==> config.mk <==
export PLATFORM = sky130hd
export DESIGN_NAME = lpkm_front
export DESIGN_NICKNAME = d
export VERILOG_FILES = /design/src/hw/rtl/linear_probe_key_map_top_macros.svh /design/src/hw/rtl/lpkm_pkg.sv /design/src/hw/rtl/lpkm_front.sv
export SDC_FILE = /design/constraint.sdc
export NUM_CORES = 1
export LEC_CHECK = 0
export ABC_AREA = 1
export BUFFER_PORTS_ARGS = -buffer_cell sky130_fd_sc_hd__buf_2
export CORE_MARGIN = 2
export CORE_UTILIZATION = 47
export CTS_BUF_LIST = sky130_fd_sc_hd__clkbuf_2
export DETAILED_ROUTE_END_ITERATION = 7
export PLACE_DENSITY = 0.87
export SYNTH_ARGS = -nofsm -noshare
export SYNTH_HDL_FRONTEND = slang
export SYNTH_SLANG_ARGS = --single-unit
==> constraint.sdc <==
create_clock -name clk -period 8.4 [get_ports clk]
set_clock_uncertainty 0.15 [all_clocks]
set_input_delay 0.84 -clock clk [delete_from_list [all_inputs] [get_ports clk]]
set_output_delay 0.84 -clock clk [all_outputs]
set_load 0.03 [all_outputs]
==> src/hw/rtl/linear_probe_key_map_top_macros.svh <==
// assertion macros for the linear probe key map
// expects clk and arst_n in the scope of the module that uses them
`ifndef LINEAR_PROBE_KEY_MAP_TOP_MACROS_SVH
`define LINEAR_PROBE_KEY_MAP_TOP_MACROS_SVH

// same-cycle implication, off while in reset
`define LPKM_ASSERT_IMP(name, ante, cons, msg) \
	name: assert property (@(posedge clk) disable iff (!arst_n) (ante) |-> (cons)) \
		else $error(msg);

// next-cycle implication, off while in reset
`define LPKM_ASSERT_NXT(name, ante, cons, msg) \
	name: assert property (@(posedge clk) disable iff (!arst_n) (ante) |=> (cons)) \
		else $error(msg);

`endif

==> src/hw/rtl/lpkm_pkg.sv <==
// shared types and constants of the linear probe key map
// no dependencies
package lpkm_pkg;

	localparam int unsigned KEY_W           = 64;
	localparam int unsigned KIND_W          = 2;
	localparam int unsigned STATUS_W        = 3;
	localparam int unsigned SLOT_W          = 10;
	localparam int unsigned HASH_SHIFT      = 3;
	localparam int unsigned TABLE_SLOTS_DEF = 1024;
	localparam int unsigned QUEUE_DEPTH     = 2;
	// key bits folded into the remainder per cycle by the serial hash
	localparam int unsigned HASH_DIGITS     = 8;

	// request kinds
	localparam logic [KIND_W-1:0] KIND_LOOKUP = 2'd0;
	localparam logic [KIND_W-1:0] KIND_INSERT = 2'd1;
	localparam logic [KIND_W-1:0] KIND_REMOVE = 2'd2;

	typedef enum logic [STATUS_W-1:0] {
		ST_FOUND    = 3'd0,
		ST_INSERTED = 3'd1,
		ST_REMOVED  = 3'd2,
		ST_MISS     = 3'd3,
		ST_INVALID  = 3'd4
	} status_t;

	// classified operation handed from front to back
	typedef enum logic [2:0] {
		OP_LOOKUP  = 3'd0,
		OP_INSERT  = 3'd1,
		OP_REMOVE  = 3'd2,
		OP_INVALID = 3'd3,
		OP_MISS    = 3'd4
	} op_t;

	typedef struct packed {
		logic [KIND_W-1:0] kind;
		logic [KEY_W-1:0]  key;
	} req_t;

	typedef struct packed {
		status_t           status;
		logic [SLOT_W-1:0] slot;
	} rsp_t;

	typedef struct packed {
		op_t              op;
		logic [KEY_W-1:0] key;
	} work_t;

endpackage

==> src/hw/rtl/lpkm_front.sv <==
// front part: accepts requests, classifies them and computes the home slot
// depends on lpkm_pkg
module lpkm_front #(
	parameter int unsigned TABLE_SLOTS = lpkm_pkg::TABLE_SLOTS_DEF,
	localparam int unsigned HW = $clog2(TABLE_SLOTS)
) (
	input  logic                clk,
	input  logic                arst_n,
	input  logic                hold,
	input  logic                req_valid,
	output logic                req_ready,
	input  lpkm_pkg::req_t      req,
	output logic                push_valid,
	input  logic                push_ready,
	output lpkm_pkg::work_t     push_work,
	output logic [HW-1:0]       push_home
);

	localparam bit POW2 = (TABLE_SLOTS & (TABLE_SLOTS - 1)) == 0;

	logic            full_q;
	lpkm_pkg::work_t work_q;
	logic            hash_done;
	logic [HW-1:0]   home;
	logic            accept;
	lpkm_pkg::op_t   op_cls;

	assign push_valid = full_q && hash_done;
	assign req_ready  = !hold && (!full_q || (push_valid && push_ready));
	assign accept     = req_valid && req_ready;
	assign push_work  = work_q;
	assign push_home  = home;

	// classification
	always_comb begin
		if (req.key == '0) begin
			op_cls = lpkm_pkg::OP_INVALID;
		end else begin
			unique case (req.kind)
				lpkm_pkg::KIND_LOOKUP: op_cls = lpkm_pkg::OP_LOOKUP;
				lpkm_pkg::KIND_INSERT: op_cls = lpkm_pkg::OP_INSERT;
				lpkm_pkg::KIND_REMOVE: op_cls = lpkm_pkg::OP_REMOVE;
				default:               op_cls = lpkm_pkg::OP_MISS;
			endcase
		end
	end

	always_ff @(posedge clk or negedge arst_n) begin
		if (!arst_n) begin
			full_q <= 1'b0;
		end else if (accept) begin
			full_q <= 1'b1;
		end else if (push_valid && push_ready) begin
			full_q <= 1'b0;
		end
	end

	always_ff @(posedge clk) begin
		if (accept) begin
			work_q.op  <= op_cls;
			work_q.key <= req.key;
		end
	end

	generate
		if (POW2) begin : g_mask
			// home slot is a plain bit field of the key
			logic [HW-1:0] home_q;

			always_ff @(posedge clk) begin
				if (accept) begin
					home_q <= req.key[lpkm_pkg::HASH_SHIFT +: HW];
				end
			end

			assign hash_done = 1'b1;
			assign home      = home_q;
		end else begin : g_serial
			// restoring remainder, msb first, HASH_DIGITS key bits per cycle
			localparam int unsigned STEPS  = lpkm_pkg::KEY_W / lpkm_pkg::HASH_DIGITS;
			localparam int unsigned SW     = $clog2(STEPS);
			localparam logic [SW-1:0] LAST_STEP = SW'(STEPS - 1);
			localparam logic [HW:0] NMOD   = (HW + 1)'(TABLE_SLOTS);

			logic                      run_q;
			logic [SW-1:0]             step_q;
			logic [lpkm_pkg::KEY_W-1:0] sh_q;
			logic [HW-1:0]             rem_q;
			logic [HW-1:0]             rem_nxt;

			always_comb begin : rem_calc
				logic [HW:0]   t;
				logic [HW-1:0] r;
				r = rem_q;
				t = '0;
				for (int j = 0; j < int'(lpkm_pkg::HASH_DIGITS); j++) begin
					t = {r, sh_q[lpkm_pkg::KEY_W - 1 - j]};
					if (t >= NMOD) begin
						t = t - NMOD;
					end
					r = t[HW-1:0];
				end
				rem_nxt = r;
			end

			always_ff @(posedge clk or negedge arst_n) begin
				if (!arst_n) begin
					run_q  <= 1'b0;
					step_q <= '0;
				end else if (accept) begin
					run_q  <= 1'b1;
					step_q <= '0;
				end else if (run_q) begin
					step_q <= step_q + 1'b1;
					if (step_q == LAST_STEP) begin
						run_q <= 1'b0;
					end
				end
			end

			always_ff @(posedge clk) begin
				if (accept) begin
					sh_q  <= req.key >> lpkm_pkg::HASH_SHIFT;
					rem_q <= '0;
				end else if (run_q) begin
					sh_q  <= sh_q << lpkm_pkg::HASH_DIGITS;
					rem_q <= rem_nxt;
				end
			end

			assign hash_done = !run_q;
			assign home      = rem_q;
		end
	endgenerate

endmodule

# Word-level counts from Yosys, hierarchy flattened

Cells that the tools add are included.

Equality and inequality tests: 2
Muxes and demuxes: 3
Reductions and logical operators: 9

Operator list:

| operator             | count |
|---|---|
| $logic_not A64 Y1    | 1 |
| $pmux W3 S3          | 1 |
| $logic_and A1 B1 Y1  | 3 |
| $eq A2 B1 Y1 const B | 1 |
| $eq A2 B2 Y1 const B | 1 |
| $logic_not A1 Y1     | 2 |
| $logic_not A2 Y1     | 1 |
| $mux W1              | 2 |
| $reduce_bool A2 Y1   | 1 |
| $logic_or A1 B1 Y1   | 1 |

Input bits: 71
Register bits: 78

# Longest topological paths before layout

Word-level depth: 5
Mapped depth: 7

# Least setup slack after synthesis

OpenSTA, ideal clock, no wires.

Kind: input to register
From: input port hold
To: register work_q (netlist bit push_work[0]) (enable)
Buffers on the path: 0
Required time: 7675 ps
Path slack: 2166 ps
Stages: 1
Arrival: 5509 ps
Cell sequence: nor3_1

Cells in the longest elaborated chain, start to end: 3

RTL lines:

| what                | line             | text |
|---|---|---|
| from (decl)         | lpkm_front.sv:9  | `input logic hold,` |
| $logic_not A1 Y1    | lpkm_front.sv:29 | `assign req_ready = !hold && (!full_q \|\| (push_valid && push_ready));` |
| $logic_and A1 B1 Y1 | lpkm_front.sv:29 |  |
| $logic_and A1 B1 Y1 | lpkm_front.sv:30 | `assign accept = req_valid && req_ready;` |
| to (decl)           | lpkm_front.sv:22 | `lpkm_pkg::work_t work_q;` |

No other way between the ends.
A chain may end at the register's enable or synchronous reset.

# Final worst setup path

From: input port push_ready
To: output port req_ready

Cells in the longest elaborated chain, start to end: 3

RTL lines:

| what                | line             | text |
|---|---|---|
| from (decl)         | lpkm_front.sv:14 | `input logic push_ready,` |
| $logic_and A1 B1 Y1 | lpkm_front.sv:29 |  |
| $logic_or A1 B1 Y1  | lpkm_front.sv:29 |  |
| $logic_and A1 B1 Y1 | lpkm_front.sv:29 |  |
| to (decl)           | lpkm_front.sv:11 | `output logic req_ready,` |

No other way between the ends.

==> metrics <==
Max Fclk=between 400 and 500 MHz; root buf cell=clkbuf_2; crit-path max cell delay=170 ps; RSZ-0062 raised after global routing=no; CP startpoint kind=input pin; Die H=roughly 76 µm; CP required=7410 ps; Placer Congestion=approximately 0.68; max-slew violation count=0; crit path cell chain=buf_2, nor2_1, nor2_1, buf_2; grt total ovfl=0; via count=1681; dpl cell area=roughly 3200 µm²; Core Area=5040 µm²; Post-Syn Nets=around 220; clock sinks=68; sequential share of the synthesized area=~84%; Crit Path Category=input pin to output port; TNS Setup=0 ps; DP HPWL=about 3500 µm; Mapped Avg Cell Area=15.8 µm²; DIE AREA=about 5700 µm²; Max Buffers Root-to-Sink=2; Worst Max-Slew Pin Slew=just over 800 ps; Fin. Hold Viols=0; Syn Inst Count=approximately 150; DR vias/cell=between 4 and 5; fin crit share=roughly 28%; CP endpoint kind=output port; flops & latches, synth=68; Clock Latency Late Sink=between 400 and 500 ps; Setup Fix Bufs, Post-CTS=0; Max-slew headroom=~46%; M1 GR Usage=~17%; met3 Use GR=under 10%; number of global-route vias before repair=about 1500; CTS resizes=0; die span in x=~76 µm; Post-Route WL=about 4600 µm; maxcap violations=0; GRT Max-Usage Layer=met2; status=complete, no violations; IO Port Bufs=~150; Pwr per Cell Area=slightly above 200 nW/µm²; VDD IR max=about 0.11 mV; H-tree depth=3; fin nets=roughly 380; Avg WL per Cell=12.2 µm; CTS buffer count=9; Yosys cell types=12; clock-pin slew on the worst setup and hold paths=170 ps; Hold WC Path Type=input pin to flop; fin crit period=2320 ps; share of cells above drive strength 1=approximately 55%; GR Util All Layers=between 10% and 20%; initial DRC count=71; Setup-failing EPs final=0; Layout area overhead=37.6%; row cnt=26; largest net degree at the start of global routing=slightly below 70; mapped cell area=2410 µm²; DRT Pass-1 Iters=4; ANT nets after route=0; CTS tree=done; CP max stage cell=buf_2; Ys Warns=0; DRC=0; Leak=roughly 1.4 nW; grt met2 use=between 20% and 30%; WP data arrival=1330 ps; Final Instance Area=3320 µm²; antenna violations before repair=1; first-pass GRT wire length=about 6400 µm; crit-path max FO=2; Initial Utilization=a little under half; fillers=400; I/O pin count=150
==> cell usage after synthesis (all sizes together) <==
cell | n | share of area (%)
dfrtp | 1 | 1.0
a21oi | 1 | 0.21
buf | 10 | 3.1
o21ai | 1 | 0.36
inv | 3 | 0.47
edfxtp | 67 | 83
nor3 | 1 | 0.21
nor2 | 44 | 7.1
o22ai | 1 | 0.26
nand2 | 24 | 3.9
==> report_power, final <==
part | internal [mW] | switching (mW)
registers | 0.390 | 0.00351
logic | 0.0256 | 0.0562
clock network | 0.0952 | 0.105
==> cell type report <==
class / instances / area, µm² / share of cell area, %
antenna: 1 / 2.50 / 0.0753
multi-input combinational: 72 / 295 / 8.89
clock inverter: 6 / 80.1 / 2.41
clock buffer: 9 / 45.0 / 1.36
sequential: 68 / 2040 / 61.3
tap: 70 / 87.6 / 2.64
timing repair buffer: 151 / 763 / 23.0
inverter: 3 / 11.3 / 0.339
==> metrics by stage <==
step           utilization, %  cells  hold WS [ps]  setup WS (ps)  power, mW
5_1_grt                  65.8    379           319           6020      0.704
4_1_cts                  65.8    379           351           6080      0.684
3_5_place_dp             63.2    363           397           6050      0.484
6_report                 65.9    380           409           6080      0.676
3_3_place_gp             63.2    363           385           6100      0.481
2_1_floorplan               -    153           394           2170      0.451
==> cells by family (layout without fill, tap and decap cells) <==
| kind of cell | after synthesis | after routing | share of synthesized area [%] |
|---|---|---|---|
| and+or+nand+nor | 69 | 69 | 11.2 |
| DFF | 68 | 68 | 84.4 |
| buffers and inverters | 13 | 169 | 3.58 |
| AOI/OAI and AO/OA | 3 | 3 | 0.829 |
| other | 0 | 1 | 0 |
==> critical path, delay by kind of cell <==
family,cells,cell delay (ps)
buf+inv,2,270
simple gates,2,210
==> state kept, by name (all words and copies together) (netlist names) <==
| register | count |
|---|---|
| push_valid | 1 |
| push_work | 67 |
==> cells in the final DEF (no fill, tap or decap) <==
cell type,n
dlygate4sd3_1,1
clkinv_2,4
bufinv_16,2
nor2_2,2
buf_4,1
inv_1,3
buf_2,149
diode_2,1
dfrtp_1,1
nor2_1,42
nand2_2,2
o22ai_1,1
edfxtp_1,67
nand2_1,22
nor3_2,1
a21oi_1,1
o21ai_2,1
clkbuf_2,9
==> per-layer routing <==
layer  wire length, µm  part of all wire, %
met5                13                 0.28
met4                56                  1.2
met3               422                  9.1
met2              2470                   53
met1              1670                   36
==> timing repair <==
action,4_1_cts,5_1_grt
hold buffers,1,0
endpoints found under the setup margin,0,0
endpoints found under the hold margin,1,0
==> final timing paths <==
path | to | from | slack [ps] | cells past startpoint
max in group asynchronous | push_valid$_DFFE_PN0P_ | arst_n | 7500 | 2
worst min register to register | push_valid$_DFFE_PN0P_ | push_valid$_DFFE_PN0P_ | 410 | 2
worst max-delay path | req_ready | push_ready | 6080 | 4
min in group asynchronous | push_valid$_DFFE_PN0P_ | arst_n | 520 | 2
worst max register to register | push_work[6]$_DFFE_PP_ | push_valid$_DFFE_PN0P_ | 6580 | 4
worst min-delay path | push_work[4]$_DFFE_PP_ | req[4] | 410 | 1
Power figures use the tool's default switching activity.
