<file path="src/hw/rtl/linear_probe_key_map_top_macros.svh">
// assertion macros for the linear probe key map
// expects clk and arst_n in the scope of the module that uses them
`ifndef LINEAR_PROBE_KEY_MAP_TOP_MACROS_SVH
`define LINEAR_PROBE_KEY_MAP_TOP_MACROS_SVH

// same-cycle implication, off while in reset
`define LPKM_ASSERT_IMP(name, ante, cons, msg) \
	name: assert property (@(posedge clk) disable iff (!arst_n) (ante) |-> (cons)) \
		else $error(msg);

// next-cycle implication, off while in reset
`define LPKM_ASSERT_NXT(name, ante, cons, msg) \
	name: assert property (@(posedge clk) disable iff (!arst_n) (ante) |=> (cons)) \
		else $error(msg);

`endif

</file>
<file path="src/hw/rtl/lpkm_queue.sv">
// short fifo between front and back
// no dependencies
module lpkm_queue #(
	parameter int unsigned DATA_W = 8,
	parameter int unsigned DEPTH  = 2,
	localparam int unsigned PW = (DEPTH > 1) ? $clog2(DEPTH) : 1,
	localparam int unsigned CW = $clog2(DEPTH + 1)
) (
	input  logic              clk,
	input  logic              arst_n,
	input  logic              push_valid,
	output logic              push_ready,
	input  logic [DATA_W-1:0] push_data,
	output logic              pop_valid,
	input  logic              pop_ready,
	output logic [DATA_W-1:0] pop_data
);

	localparam logic [PW-1:0] LAST  = PW'(DEPTH - 1);
	localparam logic [CW-1:0] FULL  = CW'(DEPTH);

	logic [DATA_W-1:0] ent_q [DEPTH];
	logic [PW-1:0]     wr_q;
	logic [PW-1:0]     rd_q;
	logic [CW-1:0]     cnt_q;
	logic              do_push;
	logic              do_pop;

	assign push_ready = cnt_q != FULL;
	assign pop_valid  = cnt_q != '0;
	assign pop_data   = ent_q[rd_q];
	assign do_push    = push_valid && push_ready;
	assign do_pop     = pop_valid && pop_ready;

	always_ff @(posedge clk or negedge arst_n) begin
		if (!arst_n) begin
			wr_q  <= '0;
			rd_q  <= '0;
			cnt_q <= '0;
		end else begin
			if (do_push) begin
				wr_q <= (wr_q == LAST) ? '0 : wr_q + 1'b1;
			end
			if (do_pop) begin
				rd_q <= (rd_q == LAST) ? '0 : rd_q + 1'b1;
			end
			if (do_push && !do_pop) begin
				cnt_q <= cnt_q + 1'b1;
			end else if (do_pop && !do_push) begin
				cnt_q <= cnt_q - 1'b1;
			end
		end
	end

	always_ff @(posedge clk) begin
		if (do_push) begin
			ent_q[wr_q] <= push_data;
		end
	end

endmodule

</file>
<file path="config.mk">
export PLATFORM = sky130hd
export DESIGN_NAME = lpkm_queue
export DESIGN_NICKNAME = d
export VERILOG_FILES = /design/src/hw/rtl/linear_probe_key_map_top_macros.svh /design/src/hw/rtl/lpkm_queue.sv
export SDC_FILE = /design/constraint.sdc
export NUM_CORES = 1
export LEC_CHECK = 0
export BUFFER_PORTS_ARGS = -buffer_cell sky130_fd_sc_hd__buf_4
export CAP_MARGIN = 20
export CELL_PAD_IN_SITES_DETAIL_PLACEMENT = 1
export CELL_PAD_IN_SITES_GLOBAL_PLACEMENT = 2
export CORE_AREA = 8 8 56 58
export DETAILED_ROUTE_END_ITERATION = 10
export DIE_AREA = 0 0 64 66
export GPL_ROUTABILITY_DRIVEN = 0
export GPL_TIMING_DRIVEN = 0
export PLACE_DENSITY_LB_ADDON = 0.08
export REMOVE_ABC_BUFFERS = 1
export SLEW_MARGIN = 20
export SYNTH_ARGS = -nofsm -noshare
export SYNTH_HDL_FRONTEND = slang
export SYNTH_SLANG_ARGS = --single-unit
export TNS_END_PERCENT = 5
</file>
<file path="constraint.sdc">
create_clock -name clk -period 2.9 [get_ports clk]
set_clock_uncertainty 0.1 [all_clocks]
set_input_delay 0.29 -clock clk [delete_from_list [all_inputs] [get_ports clk]]
set_output_delay 0.29 -clock clk [all_outputs]
set_load 0.03 [all_outputs]
</file>
After elaboration in Yosys (flattened, before gate mapping)
Memory sizes are Yosys's and may differ from the RTL's.
Index checks and enable logic that the tools add are counted.
{ "classes": {"n_eq_ne": 1, "n_addsub": 4, "n_reduce_logical": 8, "muxes": 6} }
{ "op_table": {"columns": ["operator", "n"], "rows": [
  ["$logic_and 1x1->1", 4],
  ["$mux 1", 4],
  ["$mux 2", 2],
  ["$reduce_bool 2->1", 2],
  ["$add 1x1->1 const B", 2],
  ["$add 2x1->2 const B", 1],
  ["$logic_not 1->1", 2],
  ["$ne 2x2->1 const B", 1],
  ["$sub 2x1->2 const B", 1]
]} }
{ "word_totals": {"out_inout_bits": 10, "n_memories": 1, "ramBits": 16, "regBits": 4, "wordCells": 23, "input_bits": 12} }
{ "mem_list": {"columns": ["name", "depth", "word_bits", "read_ports", "rd_clocked_by_memory_dff", "wr", "line", "source"], "rows": [
  ["ent_q", 2, 8, 1, 0, 1, "lpkm_queue.sv:22", "logic [DATA_W-1:0] ent_q [DEPTH];"]
]} }

Logic depth before layout (Yosys ltp)
Gate-level depths: netlist of the first run.
{ "logic_depth": {"depth_word": 6, "depth_mapped": 7, "ltp_nobuf": 7} }

Worst setup path after synthesis of the first run
OpenSTA, ideal clock, no wires.
{ "synth_timing": {"kind": "register to register", "startpoint": "register cnt_q[0]", "endpoint": "memory ent_q[0][0], enable pin", "setup_slack_ns": 1.356, "setup_time_ns": 0.370, "period_less_slack_ns": 1.544, "n_path_buf": 0, "arrival_ns": 1.074, "stages_incl_launch_ff": 4, "path_cell_list": "dfrtp_1 nand2b_4 nand2_1 nor2_1"} }
{ "synth_via": {"elab_chain_cells": 4} }
{ "synth_lines": {"columns": ["element", "line", "source"], "rows": [
  ["start: declaration", "lpkm_queue.sv:25", "logic [CW-1:0] cnt_q;"],
  ["start signal: assignment", "lpkm_queue.sv:48", "cnt_q <= cnt_q + 1'b1;"],
  ["start signal: assignment", "lpkm_queue.sv:50", "cnt_q <= cnt_q - 1'b1;"],
  ["$ne 2x2->1", "lpkm_queue.sv:29", "assign push_ready = cnt_q != FULL;"],
  ["net push_ready", "lpkm_queue.sv:12", "output logic push_ready,"],
  ["$logic_and 1x1->1", "lpkm_queue.sv:32", "assign do_push = push_valid && push_ready;"],
  ["$mux 1", "lpkm_queue.sv:56", "if (do_push) begin"],
  ["$mux 1 (not written as such)", "lpkm_queue.sv:57", "ent_q[wr_q] <= push_data;"],
  ["end: declaration", "lpkm_queue.sv:22", null]
]} }
The timed path passes the listed nets, and every way through them passes these cells.

Final worst setup path of the first run
{ "layout_timing": {"startpoint": "register rd_q", "endpoint": "output pop_data[2]"} }
{ "layout_via": {"elab_chain_cells": 1} }
{ "layout_lines": {"columns": ["element", "line", "source"], "rows": [
  ["start: declaration", "lpkm_queue.sv:24", "logic [PW-1:0] rd_q;"],
  ["start signal: assignment", "lpkm_queue.sv:45", "rd_q <= (rd_q == LAST) ? '0 : rd_q + 1'b1;"],
  ["$mem_v2 2x8", null, null],
  ["end: declaration", "lpkm_queue.sv:16", "output logic [DATA_W-1:0] pop_data"]
]} }
No other way between the ends.

==> key figures, run 1 <==
Detailed routing
  – Vias post-DR: 420
  – WL/cell: 13.79 um
  – DRT antenna net count: 0
  – Initial DRT Pass Iterations: 2
  – DR DRC count: 0
  – Number of vias per cell: 4.286
  – Final Routed Wirelength: 1351 um
  – Starting DRT DRC Count: 5

Die
  – FP Rows: 18
  – Core area: 2320 sq um
  – Io pins: 22
  – Width of the die: 64 um
  – Initial Utilization: 33.93%
  – Die H: 66 um
  – Die Outline Area: 4224 sq um

Global route
  – First-pass GRT wire length: 2297 um
  – GRT overflow: 0
  – Met2 Resource Use GR: 12.05%
  – Largest net degree at the start of global routing: 13
  – Met1 global-route usage: 7.064%
  – Gr busiest metal: met2
  – Number of global-route vias before repair: 513
  – Initial antenna violation count: 0
  – GR Util All Layers: 6.887%
  – Met3 Usage GRT: 3.220%

STA
  – Setup TNS: 0 ns
  – Final setup vio count: 0
  – Max-slew violations: 0
  – Fmax: 547.3 MHz
  – Slew HR: 52.78%
  – Post-route clock period utilization: 63.01%
  – Worst-margin pin slew: 0.7057 ns
  – Final min period: 1.827 ns
  – RSZ-0062 raised after global routing: no
  – Final Hold Vio Count: 0

Final layout
  – Area Growth Syn to Fin: 32.11%
  – Final core utilization: 44.82%
  – Commonest non-fill, non-tap cell in the layout: buf_4
  – Most frequent cells in the layout: buf_4 (21), edfxtp_1 (16), mux2_2 (8), dfrtp_1 (4)
  – Fillers: 248
  – Nets: 82
  – Ant diodes: 0
  – Share of cells above drive strength 1: 52.94%

Place
  – I/O Buffers: 21

Pwr
  – Pwr dens: 1100 nW/um^2
  – Worst vdd ir: 0.0005852 V
  – Static leakage: 0.4198 nW

Setup path
  – Crit-path max FO: 9
  – CP endpoint kind: output pin
  – Crit path DAT: 1.44 ns
  – Startpoint types: flip-flop
  – CP Class: flip-flop to output pin
  – Critical Path RT: 2.51 ns

Yosys
  – Avg Inst Size Synth: 18.30 sq um
  – Compound-gate portion of the synthesized area: 0%
  – Largest family of logic cells by synthesized area: multiplexers
  – Synth unique cells: 14
  – Post-Synth XOR/XNOR Area: 5.564%
  – Post-synthesis register bit count: 20
  – Syn Inst Count: 43
  – Mux contribution to synthesized area: 11.45%
  – Synth Area in Adders: 1.590%
  – Post-Syn Area: 787.0 sq um
  – Simple-gate area share of the yosys netlist: 6.518%
  – Yosys warning count: 0
  – Sequential share of the synthesized area: 73.77%

Clocking
  – Setup Fix Bufs, Post-CTS: 0
  – Clk_lat worst skew: 0.29 ns
  – Max Root-Sink Buffers: 2
  – TritonCTS clock tree: yes
  – H-Tree Depth: 1
  – Root Buffer: clkbuf_4
  – CTS buffer count: 3
  – Clock-pin slew on the worst setup and hold paths: 0.12 ns
  – Sink Count: 20

Outcome
  – Status: completed

Flow run
  – # Max-Cap Violations: 0

Hold path
  – Hold Path Class: input pin to flip-flop
## flip-flops by register name, summed over array words and instances (netlist names)
register,flops
cnt_q,2
ent_q,16
wr_q,1
rd_q,1
## worst max-delay path: stages, from the launching register on
cell and delay [ns]:
dfrtp_1 0.58, mux2_2 0.39, buf_4 0.17
## cell families (layout without fill, tap and decap cells)
logic type | Yosys count | count (layout)
flops | 20 | 20
xor+xnor | 5 | 5
buf+inv | 2 | 27
simple gates | 7 | 7
mux | 8 | 8
fa+ha+maj | 1 | 1
## synth_stat cells
cell      count  area [sq um]
edfxtp_1     16         480.5
mux2_2        8         90.09
dfrtp_1       4         100.1
xnor2_1       3         26.28
nor2_1        2         7.510
xor2_1        2         17.52
and3_1        1         6.260
buf_2         1         5.000
ha_1          1         12.51
inv_1         1         3.750
nand2_1       1         3.750
nand2_4       1         11.26
nand2b_4      1         13.76
or2_4         1         8.760
## metrics by stage
step	instance area (sq um)	hold slack [ns]	instances	setup slack, ns	power (mW)
2_1_floorplan	782.0	-0.1056	42	1.356	0.7811
3_5_place_dp	977.2	-0.005330	93	1.166	0.9398
5_1_grt	1040	0.04177	98	0.9717	1.217
6_report	1040	0.06921	98	1.073	1.144
3_3_place_gp	977.2	-0.006614	93	1.122	0.9396
4_1_cts	1040	0.05659	98	1.027	1.167
## metal layers
| layer | vias to the layer above | part of all wire [%] |
|---|---|---|
| li1 | 204 | - |
| met1 | 207 | 37 |
| met2 | 9 | 56 |
| met3 | 0 | 6.8 |
| met4 | 0 | 0 |
| met5 | - | 0 |
## repair_timing
item | CTS | global route
resized for setup | 0 | 0
endpoints found under the hold margin | 4 | 0
hold buffers | 1 | 0
## worst paths after layout
check / start / to / slack [ns] / depth (start not counted)
min reg2reg: wr_q / wr_q / 0.41 / 1
max: rd_q / pop_data[2] / 1.07 / 2
min: push_data[7] / ent_q[0][7] / 0.07 / 1
max reg2reg: cnt_q[0] / ent_q[0][3] / 1.17 / 3
min in group asynchronous: arst_n / cnt_q[0] / 0.22 / 2
max in group asynchronous: arst_n / rd_q / 2.38 / 2
## power breakdown
| group | switching (mW) | internal (mW) |
|---|---|---|
| clock network | 0.0826 | 0.140 |
| registers | 0.0596 | 0.401 |
| logic | 0.251 | 0.210 |
## area by class of cell
| type | count | area, sq um | area share [%] |
|---|---|---|---|
| Multi-Input combinational cell | 21 | 197.7 | 19.01 |
| Clock inverter | 1 | 30.03 | 2.888 |
| Tap cell | 30 | 37.54 | 3.610 |
| Clock buffer | 3 | 22.52 | 2.166 |
| Sequential cell | 20 | 580.6 | 55.84 |
| Timing Repair Buffer | 22 | 167.7 | 16.13 |
| Inverter | 1 | 3.754 | 0.3610 |
(Power assumes the default switching activity.)
==> run 2, diff against run 1 <==
--- a/config.mk
+++ b/config.mk
@@ -9,9 +9,9 @@
 export CAP_MARGIN = 20
 export CELL_PAD_IN_SITES_DETAIL_PLACEMENT = 1
 export CELL_PAD_IN_SITES_GLOBAL_PLACEMENT = 2
-export CORE_AREA = 8 8 56 58
+export CORE_AREA = 8 8 75 51
 export DETAILED_ROUTE_END_ITERATION = 10
-export DIE_AREA = 0 0 64 66
+export DIE_AREA = 0 0 83 59
 export GPL_ROUTABILITY_DRIVEN = 0
 export GPL_TIMING_DRIVEN = 0
 export PLACE_DENSITY_LB_ADDON = 0.08
==> constraint.sdc (replaced) <==
create_clock -name clk -period 1.6 [get_ports clk]
set_clock_uncertainty 0.1 [all_clocks]
set_input_delay 0.16 -clock clk [delete_from_list [all_inputs] [get_ports clk]]
set_output_delay 0.16 -clock clk [all_outputs]
set_load 0.03 [all_outputs]
==> run 2 against run 1 <==
  * Clock power up 120%
  * Flip-flop and latch count unchanged
  * Die area up 16%
  * Sequential power up 87%
  * Combinational power up 93%
  * Via count up 6.4%
  * First-iteration DRC count down 80%
  * Utilization down 2.1 points
  * Sequential share of layout area down 5.7 points
==> key figures, run 2 (synthesis results as in run 1) <==
Place
  – Post-detail-place hpwl: 1123 um
  – DP Worst Slack: -0.1917 ns
  – DP Cell Count: 97
  – Post-place instance area: 982.2 sq um
  – I/O Buffers: 21

Final layout
  – Most frequent cells in the layout: buf_4 (21), edfxtp_1 (16), dlygate4sd3_1 (9), mux2_2 (8)
  – Final core utilization: 42.76%
  – Largest registers: ent_q (16), cnt_q (2)
  – Commonest non-fill, non-tap cell in the layout: buf_4
  – Area Growth Syn to Fin: 47.85%
  – Nets: 90
  – Final Non-Filler Cells: 110
  – Finished Cell Area: 1164 sq um
  – Reg with most FFs: ent_q
  – FF+latch area: 583.1 sq um
  – Max reg flops: 16
  – Share of cells above drive strength 1: 53.95%
  – Ant diodes: 0
  – Fillers: 267
  – Multi-input logic area: 215.2 sq um

STA
  – Fmax: 634.6 MHz
  – Final Hold Vio Count: 0
  – Max-slew violations: 0
  – Final min period: 1.576 ns
  – Setup TNS: 0 ns
  – Final setup vio count: 0
  – Post-route clock period utilization: 98.49%
  – Worst-margin pin slew: 0.4124 ns
  – Slew HR: 72.51%
  – Hold_ws: 0.06504 ns
  – Setup ws final: 0.02420 ns
  – RSZ-0062 raised after global routing: yes

Setup path
  – CP Class: flip-flop to output pin
  – Startpoint types: flip-flop
  – Critical Path RT: 1.34 ns
  – CP endpoint kind: output pin
  – Largest stage delay, worst path: 0.51 ns
  – FF-to-FF setup slack: 0.08 ns
  – Crit-path max FO: 9
  – Crit path buffers/inverters: 1
  – CP delay by family, top: flip-flops
  – Crit path DAT: 1.32 ns
  – Slowest cell on the critical path: dfrtp_2
  – Crit path cell chain: mux2_2, buf_4

Detailed routing
  – DRT antenna net count: 0
  – Final Routed Wirelength: 1558 um
  – DR DRC count: 0
  – Vias post-DR: 447
  – WL/cell: 14.16 um
  – Starting DRT DRC Count: 1
  – Number of vias per cell: 4.064
  – Initial DRT Pass Iterations: 2

Clocking
  – Root Buffer: clkbuf_8
  – H-Tree Depth: 1
  – CTS buffer count: 3
  – Sink Count: 20
  – Max Root-Sink Buffers: 2
  – Clock-pin slew on the worst setup and hold paths: 0.07 ns
  – TritonCTS clock tree: yes
  – Clk_lat worst skew: 0.25 ns

Global route
  – GR Util All Layers: 7.440%
  – GRT overflow: 0
  – First-pass GRT wire length: 2822 um
  – Largest net degree at the start of global routing: 13
  – Number of global-route vias before repair: 541
  – Initial antenna violation count: 0

Die
  – Initial Utilization: 28.92%
  – Die H: 59 um
  – Die Outline Area: 4897 sq um
  – Core area: 2721 sq um
  – FP Rows: 15
  – Width of the die: 83 um
  – Io pins: 22

Pwr
  – Total power draw: 2.242 mW
  – Worst vdd ir: 0.0008488 V
  – Pwr dens: 1927 nW/um^2
  – Static leakage: 0.4624 nW

Flow run
  – # Max-Cap Violations: 0

Outcome
  – Status: completed

Hold path
  – Hold Path Class: input pin to flip-flop
## run 2: worst paths after layout
check | from | endpoint | cells past startpoint
max reg2reg | cnt_q[0] | cnt_q[1] | 6
max | rd_q | pop_data[7] | 2
max in group asynchronous | arst_n | rd_q | 2
min in group asynchronous | arst_n | cnt_q[0] | 2
min reg2reg | cnt_q[0] | cnt_q[0] | 1
min | pop_ready | rd_q | 3
## run 2: power by group
| part | total [mW] | internal (mW) | switching, mW |
|---|---|---|---|
| Combinational | 0.890 | 0.407 | 0.482 |
| Clock | 0.492 | 0.334 | 0.159 |
| Sequential | 0.860 | 0.734 | 0.126 |
## run 2: worst register-to-register path, cell delays in order (launching register included)
cell	delay (ns)
dfrtp_2	0.45
or2_4	0.28
nand2_4	0.08
ha_1	0.15
xor2_1	0.17
nor2_2	0.05
xor2_1	0.13
## run 2: per-layer routing
layer	GRT usage [%]	part of all wire (%)	vias to the layer above
li1	-	-	220
met1	8.833	47	209
met2	11.37	46	16
met3	2.747	6.0	2
met4	4.478	1.4	0
met5	0	0	-
## run 2: cell type report
cell class	count	area share, %
clock inverters	1	2.581
multi-input cells	21	18.49
well taps	34	3.656
inverters	1	0.3226
repair buffers	30	21.29
clock buffers	3	3.548
flip-flops and latches	20	50.11
## run 2: timing repair
item                                    CTS  global route
endpoints found under the setup margin   16            18
gates resized for setup                   3             4
gates cloned                              0             0
hold endpoints to repair                 20             0
hold buffers                              9             0
setup buffers                             0             0
